===== src/rtl/sprite_priority_compositor_top_assert.svh =====
// Assertion macros used by the compositor top level.
`ifndef SPRITE_PRIORITY_COMPOSITOR_TOP_ASSERT_SVH
`define SPRITE_PRIORITY_COMPOSITOR_TOP_ASSERT_SVH

// Same-cycle implication, checked at every rising clock edge outside reset.
`define SPC_ASSERT_NOW(lbl, ante, cons, msg) \
   lbl: assert property (@(posedge clock) disable iff (reset) (ante) |-> (cons)) \
      else $error(msg);

// Next-cycle implication, checked at every rising clock edge outside reset.
`define SPC_ASSERT_NEXT(lbl, ante, cons, msg) \
   lbl: assert property (@(posedge clock) disable iff (reset) (ante) |=> (cons)) \
      else $error(msg);

`endif


===== src/rtl/spc_pkg.sv =====
// Shared types, codes and constants of the sprite priority compositor.
`timescale 1ns / 1ps
`default_nettype none

package spc_pkg;

   // Default sizes of the object table and the art memory.
   localparam int SPC_MAX_OBJECTS = 16;
   localparam int SPC_ART_WORDS   = 4096;

   // Width of the art address sum: base + dy * w + dx.
   localparam int SUM_W = 17;

   // Operation codes.
   localparam logic [1:0] OP_ADD   = 2'd0;
   localparam logic [1:0] OP_ART   = 2'd1;
   localparam logic [1:0] OP_QUERY = 2'd2;
   localparam logic [1:0] OP_CLEAR = 2'd3;

   // Character and color constants.
   localparam logic [7:0] SPACE_CHAR       = 8'd32;
   localparam logic [7:0] NO_COVER_COLOR   = 8'd1;
   localparam logic [7:0] EMPTY_CHAR_RESET = 8'd32;

   // One object record as stored in the table memory.
   typedef struct packed {
      logic signed [11:0] x;
      logic signed [11:0] y;
      logic [7:0]         w;
      logic [7:0]         h;
      logic [6:0]         color;
      logic [11:0]        base;
   } spc_obj_type;

   // Registered hit test of one table entry.
   typedef struct packed {
      logic        vld;
      logic        hit;
      logic [7:0]  dx;
      logic [7:0]  dy;
      logic [7:0]  w;
      logic [6:0]  color;
      logic [11:0] base;
   } spc_hit_type;

endpackage

`default_nettype wire


===== src/rtl/spc_hit.sv =====
// Registered hit test of one object record against the query point.
`timescale 1ns / 1ps
`default_nettype none

module spc_hit (
   input  wire logic                signed [11:0] qx,
   input  wire logic                signed [11:0] qy,
   input  wire logic                clock,
   input  wire logic                reset,
   input  wire logic                rd_vld,
   input  wire spc_pkg::spc_obj_type obj,
   output spc_pkg::spc_hit_type     hit
);

   logic [12:0]          dxs;
   logic [12:0]          dys;
   logic                 in_x;
   logic                 in_y;
   spc_pkg::spc_hit_type hit_in;
   spc_pkg::spc_hit_type hit_ff;

   // Offsets of the point inside the box; the box holds 0 <= d < size.
   always_comb begin
      dxs  = {qx[11], qx} - {obj.x[11], obj.x};
      dys  = {qy[11], qy} - {obj.y[11], obj.y};
      in_x = !dxs[12] && (dxs[11:0] < {4'd0, obj.w});
      in_y = !dys[12] && (dys[11:0] < {4'd0, obj.h});
      hit_in.vld   = rd_vld;
      hit_in.hit   = in_x && in_y;
      hit_in.dx    = dxs[7:0];
      hit_in.dy    = dys[7:0];
      hit_in.w     = obj.w;
      hit_in.color = obj.color;
      hit_in.base  = obj.base;
   end

   // Valid flag is cleared by reset; the rest is payload.
   always_ff @(posedge clock) begin
      if (reset) begin
         hit_ff.vld <= 1'b0;
      end else begin
         hit_ff.vld <= hit_in.vld;
      end
      hit_ff.hit   <= hit_in.hit;
      hit_ff.dx    <= hit_in.dx;
      hit_ff.dy    <= hit_in.dy;
      hit_ff.w     <= hit_in.w;
      hit_ff.color <= hit_in.color;
      hit_ff.base  <= hit_in.base;
   end

   assign hit = hit_ff;

endmodule

`default_nettype wire


===== config.mk =====
export PLATFORM = sky130hd
export DESIGN_NAME = spc_hit
export DESIGN_NICKNAME = d
export VERILOG_FILES = /design/src/rtl/sprite_priority_compositor_top_assert.svh /design/src/rtl/spc_pkg.sv /design/src/rtl/spc_hit.sv
export SDC_FILE = /design/constraint.sdc
export NUM_CORES = 1
export LEC_CHECK = 0
export CORE_ASPECT_RATIO = 0.5
export CORE_MARGIN = 4
export CORE_UTILIZATION = 57
export DETAILED_ROUTE_END_ITERATION = 12
export DONT_BUFFER_PORTS = 1
export GPL_TIMING_DRIVEN = 1
export PLACE_DENSITY = 0.77
export RECOVER_POWER = 25
export SLEW_MARGIN = 20
export SYNTH_ARGS = -nofsm -noshare
export SYNTH_HDL_FRONTEND = slang
export SYNTH_SLANG_ARGS = --single-unit

===== constraint.sdc =====
create_clock -name clock -period 3.15 [get_ports clock]
set_clock_uncertainty 0.05 [all_clocks]
set_input_delay 0.63 -clock clock [delete_from_list [all_inputs] [get_ports clock]]
set_output_delay 0.63 -clock clock [all_outputs]
set_load 0.02 [all_outputs]

==> impl_metrics.csv, run 1 <==
group,metric,value,unit
floorplanning,die_w,100,um
logic_synthesis,synth-edff-count,0,
status,status,"complete, no violations",
clock_network,clockBufferDepth,2,
finish,layout_common_cells,"inv_1, dfxtp_1, ha_1, buf_4, nor2_1",
clock_network,cts_root_buf,"clkbuf_8",
global_routing,grt_pass1_wl,8290,um
global_routing,gr-total-overflow,0,
power_and_ir_drop,cellPowerDensity,525,nW/um2
power_and_ir_drop,totalPowerFinal,1.48,mW
setup_path,crit_type,"input pin to flip-flop",
routing,drc,0,
logic_synthesis,synth_cells,260,
clock_network,postCtsHoldBufs,0,
power_and_ir_drop,vdd_ir_drop_max,0.245,mV
setup_path,crit_path_cell_trace,"inv_1 > ha_1 > a21o_1 > a31oi_2 > a21boi_1 > o21a_1 > nor2_1 > xnor2_2 > ha_1 > nand2_1 > o211ai_1 > a311o_1 > a311oi_2 > nand4_1 > nor4_2",
power_and_ir_drop,pwr-share-clk,24.1,%
floorplanning,rows,16,
clock_network,cts_tree,"done",
finish,nets,417,
clock_network,cts.sinks,45,
setup_path,crit_required,3.32,ns
logic_synthesis,synth_xor_area_share,3.95,%
setup_path,critPathMaxFanout,2,
finish,area.sequential,901,um2
power_and_ir_drop,p_sw,0.499,mW
logic_synthesis,synth_cell_type_count,48,
clock_network,cts_buffers,5,
routing,wire_per_inst,15.7,um
placed_design,placed_cells_incl_taps,336,
timing,min_period,3.08,ns
routing,drtAntennaViolNets,0,
floorplanning,pin_count,131,
timing,relSlewSlack,69.3,%
floorplanning,start_util,60.9,%
floorplanning,die_area,5450,um2
setup_path,crit_slowest_cell,"a311o_1",
logic_synthesis,yosys.area_share.simple,9.55,%
placed_design,gp_congestion,0.994,
setup_path,cp_data_arrival_time,3.25,ns
logic_synthesis,muxShareOfSynthArea,2.10,%
finish,regMostFlops,"hit",
logic_synthesis,synthesis.nets,386,
routing,via_per_inst,5.46,
finish,multi_input_area,1400,um2
timing,period_share,97.7,%
routing,drtPass1Iterations,4,
logic_synthesis,synth_top_family_by_area,"adder cells",
logic_synthesis,synth-seq-cells,45,
power_and_ir_drop,p_leak,1.42,nW
finish,post-route-util,70.6,%
finish,num_antenna_cells,0,
timing,worstMarginPinSlew,0.455,ns
routing,vias,1890,
power_and_ir_drop,internal_power,0.984,mW
finish,design_area,2830,um2
worst_hold_path,min_path_type,"input pin to flip-flop",
logic_synthesis,yosysSeqAreaShare,37.0,%
routing,drtIter0Drc,86,
global_routing,antenna_found_initial,0,
placed_design,hpwl,4640,um
setup_path,crit_path_end_kind,"flip-flop",
clock_network,clk_pin_slew_worst_paths,0.08,ns
logic_synthesis,synth_area,2440,um2
clock_network,cts_max_level,2,
placed_design,placed_area,2670,um2
setup_path,start_kind,"input pin",
logic_synthesis,avgSynthCellArea,9.37,um2
setup_path,max_stage_delay,0.35,ns
logic_synthesis,synthAdderAreaFrac,21.1,%
placed_design,io_buffer_count,0,
finish,reg.largest.list,"hit x45",
finish,layout_commonest_cell,"inv_1",
logic_synthesis,async_flop_share,0,%
finish,fillers,339,
routing,wirelength,5450,um
timing,timing_hold_violations_final,0,
finish,area_growth,15.9,%
power_and_ir_drop,p_comb_share,26.9,%
power_and_ir_drop,pwr-share-seq,49.1,%
timing,drv_slew,0,
finish,fin_cells,346,
timing,fmax,0.325,GHz
timing,setup_viol,0,
setup_path,path_delay_family,"compound AO/OA/AOI/OAI gates",
logic_synthesis,synth_ff_type,"dfxtp_1",
setup_path,cp_common_cell,"ha_1",
power_and_ir_drop,swShare,33.7,%
setup_path,cp.buffers_inverters,1,
logic_synthesis,synth-compound-area-share,18.7,%
finish,layout-drive-gt1-share,15.8,%
flow_run,max_cap_viol_count,0,
global_routing,grt_max_degree,17,
logic_synthesis,synth_warnings,0,
finish,largest_register_ffs,45,
floorplanning,die_h,54.2,um
floorplanning,core,4000,um2
global_routing,grt_pass1_vias,1886,
global_routing,grtUsageTotal,19.7,%
-- path summary, 6_finish.rpt --
check | start | endpoint | slack (ns) | cells past startpoint
setup / recovery | obj[39] | hit[43]$_DFF_P_ | 0.07 | 15
hold / removal | obj[17] | hit[17]$_DFF_P_ | 0.30 | 0
-- synth_stat cells, types with 2 or more instances --
cell	instances	share of area, %
o21a_1	8	2.5
a211oi_1	4	1.2
nand3_1	2	0.41
o211ai_1	2	0.62
mux2i_1	4	1.6
ha_1	38	20
xor2_1	4	1.4
a21oi_1	13	2.7
nand2b_1	3	0.77
inv_1	49	7.5
nor2_1	16	2.5
o21ai_0	8	1.6
a21o_1	5	1.5
xnor2_1	7	2.5
fa_1	2	1.6
nand2_1	9	1.4
dfxtp_1	45	37
o22ai_1	3	0.77
or3_1	2	0.51
o2111ai_1	4	1.4
nor2b_1	5	1.3
-- layout make-up --
| class | count | share of cell area (%) |
|---|---|---|
| flip-flops and latches | 45 | 31.9 |
| inverters | 49 | 6.51 |
| well taps | 54 | 2.39 |
| repair buffers | 24 | 6.38 |
| clock inverters | 3 | 0.886 |
| clock buffers | 5 | 2.44 |
| multi-input cells | 166 | 49.5 |
-- per-stage QoR --
step | setup slack [ns] | hold slack, ns | setup TNS [ns]
after floorplan | 0.00872 | 0.608 | 0
after global placement | -0.150 | 0.608 | -0.150
after detailed placement | -0.228 | 0.608 | -0.228
after CTS | 0.0782 | 0.291 | 0
after global routing | -0.0588 | 0.281 | -0.0588
final | 0.0713 | 0.299 | 0
-- power by group through the flow --
stage                     sequential, mW  clock (mW)  combinational, mW
after floorplan                    0.733           0              0.263
after global placement             0.742           0              0.352
after detailed placement           0.743           0              0.370
after CTS                          0.729       0.367              0.373
after global routing               0.734       0.390              0.452
final                              0.728       0.357              0.398
-- metal layers --
layer	global-route usage, %	wire [um]	up-vias
li1	-	-	962
met1	21.4	2230	828
met2	38.0	2750	91
met3	4.83	389	9
met4	7.83	80	0
met5	0	0	-
-- kinds of logic after synthesis --
family	Yosys count
AO/OA/AOI/OAI	64
buffers and inverters	49
AND/OR/NAND/NOR	46
flip-flops	45
adder cells (fa/ha/maj)	40
XOR/XNOR	11
multiplexers	5
-- repair_timing --
item,CTS,global route
endpoints found under the setup margin,0,1
endpoints found under the hold margin,0,0
setup buffers,0,2
resized for setup,0,8
No activity file was read; power rests on OpenSTA's default activity.
==> run 2, diff against run 1 <==
--- a/config.mk
+++ b/config.mk
@@ -5,7 +5,6 @@
 export SDC_FILE = /design/constraint.sdc
 export NUM_CORES = 1
 export LEC_CHECK = 0
-export CORE_ASPECT_RATIO = 0.5
 export CORE_MARGIN = 4
 export CORE_UTILIZATION = 57
 export DETAILED_ROUTE_END_ITERATION = 12
==> constraint.sdc (replaced) <==
create_clock -name clock -period 3.15 [get_ports clock]
set_clock_uncertainty 0.05 [all_clocks]
set_input_delay 0.315 -clock clock [delete_from_list [all_inputs] [get_ports clock]]
set_output_delay 0.315 -clock clock [all_outputs]
set_load 0.02 [all_outputs]
==> run 2 against run 1 <==
  * Via count up 2.0%
  * Critical path depth down 1
  * Setup slack better by 0.31 ns
  * Sequential power up 0.7%
  * Power down 2.5%
  * First-iteration DRC count down 9.3%
  * Largest power group unchanged
==> impl_metrics.csv, run 2 (synthesis gave the netlist of run 1 again) <==
group,metric,value,unit
floorplanning,core,4060,um2
floorplanning,start_util,60.1,%
clock_network,cts.sinks,45,
power_and_ir_drop,p_leak,1.41,nW
timing,timing_hold_violations_final,0,
worst_hold_path,holdPathEnd,"hit[44]$_SDFF_PP0_",
finish,area_growth,18.1,%
finish,num_antenna_cells,0,
clock_network,cts_tree,"done",
floorplanning,pin_count,131,
global_routing,grtUsageTotal,21.3,%
floorplanning,die_h,73.4,um
clock_network,postCtsSetupBuffers,0,
worst_hold_path,hold_start,"reset",
timing,setup_viol,0,
routing,vias,1928,
timing,period_share,87.9,%
timing,fin_ws,0.381,ns
timing,fmax,0.361,GHz
floorplanning,die_area,5390,um2
setup_path,crit_type,"input pin to flip-flop",
finish,nets,422,
finish,layout_commonest_cell,"inv_1",
timing,worstMarginPinSlew,0.467,ns
finish,multi_input_area,1350,um2
timing,final.setup.tns,0,ns
floorplanning,die_w,73.4,um
global_routing,antenna_found_initial,0,
clock_network,cts_buffers,5,
timing,min_period,2.77,ns
global_routing,grt_max_degree,17,
timing,rsz0062_at_grt,"false",
setup_path,start_kind,"input pin",
finish,reg.largest.list,"hit x45",
finish,area.sequential,901,um2
finish,regMostFlops,"hit",
power_and_ir_drop,cellPowerDensity,502,nW/um2
power_and_ir_drop,totalPowerFinal,1.45,mW
placed_design,gp_congestion,0.934,
setup_path,crit_path_end_kind,"flip-flop",
routing,drc,0,
setup_path,critPathMaxFanout,2,
global_routing,gr-total-overflow,0,
routing,drtPass1Iterations,4,
routing,wirelength,5740,um
floorplanning,rows,23,
clock_network,cts_root_buf,"clkbuf_8",
worst_hold_path,holdPathStages,1,
clock_network,cts_max_level,2,
routing,drtAntennaViolNets,0,
timing,drv_slew,0,
setup_path,crit_required,3.31,ns
finish,fillers,293,
timing,relSlewSlack,68.6,%
placed_design,dp_slack,0.0940,ns
routing,wire_per_inst,16.5,um
finish,layout-drive-gt1-share,5.05,%
power_and_ir_drop,vdd_ir_drop_max,0.245,mV
finish,largest_register_ffs,45,
worst_hold_path,min_path_type,"input pin to flip-flop",
placed_design,io_buffer_count,0,
flow_run,max_cap_viol_count,0,
status,status,"complete, no violations",
setup_path,cp_data_arrival_time,2.93,ns
clock_network,clk_pin_slew_worst_paths,0.08,ns
routing,via_per_inst,5.56,
routing,drtIter0Drc,78,
placed_design,hpwl,4390,um
global_routing,grt_pass1_wl,8840,um
finish,layout_common_cells,"inv_1, dfxtp_1, ha_1, dlygate4sd3_1, nor2_1",
global_routing,grt_pass1_vias,1945,
clock_network,clockBufferDepth,2,
-- run 2: cell type report --
type,instances,share of cell area [%]
Inverter,49,6.39
Clock buffer,5,2.39
Sequential cell,45,31.3
Multi-Input combinational cell,166,47.0
Clock inverter,3,0.869
Timing Repair Buffer,29,9.91
Tap cell,50,2.17
-- run 2: how the worst max path moves through the flow --
stage	from	endpoint	slack, ns
after detailed placement	qx[0]	hit[43]$_DFF_P_	0.09
after CTS	qx[0]	hit[43]$_DFF_P_	0.39
after global placement	qx[0]	hit[43]$_DFF_P_	0.18
final	qx[0]	hit[43]$_DFF_P_	0.38
after global routing	obj[48]	hit[43]$_DFF_P_	0.19
after floorplan	qx[0]	hit[43]$_DFF_P_	0.30
-- run 2: repair_timing --
item / in CTS / in global routing
resized for setup: 0 / 0
hold buffers: 27 / 0
hold endpoints to repair: 27 / 0
-- run 2: metal layers --
metal | vias up | global-route usage (%) | wire (um)
met5 | - | 0 | 0
met4 | 0 | 7.44 | 141
met3 | 11 | 6.43 | 548
met2 | 97 | 39.1 | 2880
met1 | 849 | 22.8 | 2170
li1 | 971 | - | -
-- run 2: metrics by stage --
| stage | instances | hold WS, ns | cell area (um2) | util, % |
|---|---|---|---|---|
| floorplan | 260 | 0.293 | 2440 | - |
| global placement | 312 | 0.293 | 2510 | 62.0 |
| detailed placement | 312 | 0.293 | 2510 | 62.0 |
| CTS | 347 | 0.0438 | 2880 | 71.0 |
| global route | 347 | 0.0206 | 2880 | 71.0 |
| finish | 347 | 0.0341 | 2880 | 71.0 |
-- run 2: worst max-delay path: stages --
cell and delay (ns):
inv_1 0.02, ha_1 0.21, fa_1 0.40, nor2b_1 0.17, o31a_1 0.17, o31ai_1 0.09, a21boi_0 0.16, ha_1 0.21
a211oi_1 0.24, o211ai_1 0.11, a311o_1 0.33, a311oi_1 0.21, nand4_1 0.15, nor4_2 0.14
-- run 2: where the power goes --
group          leakage, nW  switching [mW]  total, mW  internal (mW)
Clock               0.0447           0.198      0.358          0.160
Sequential           0.379           0.104      0.733          0.629
Combinational        0.984           0.183      0.355          0.172
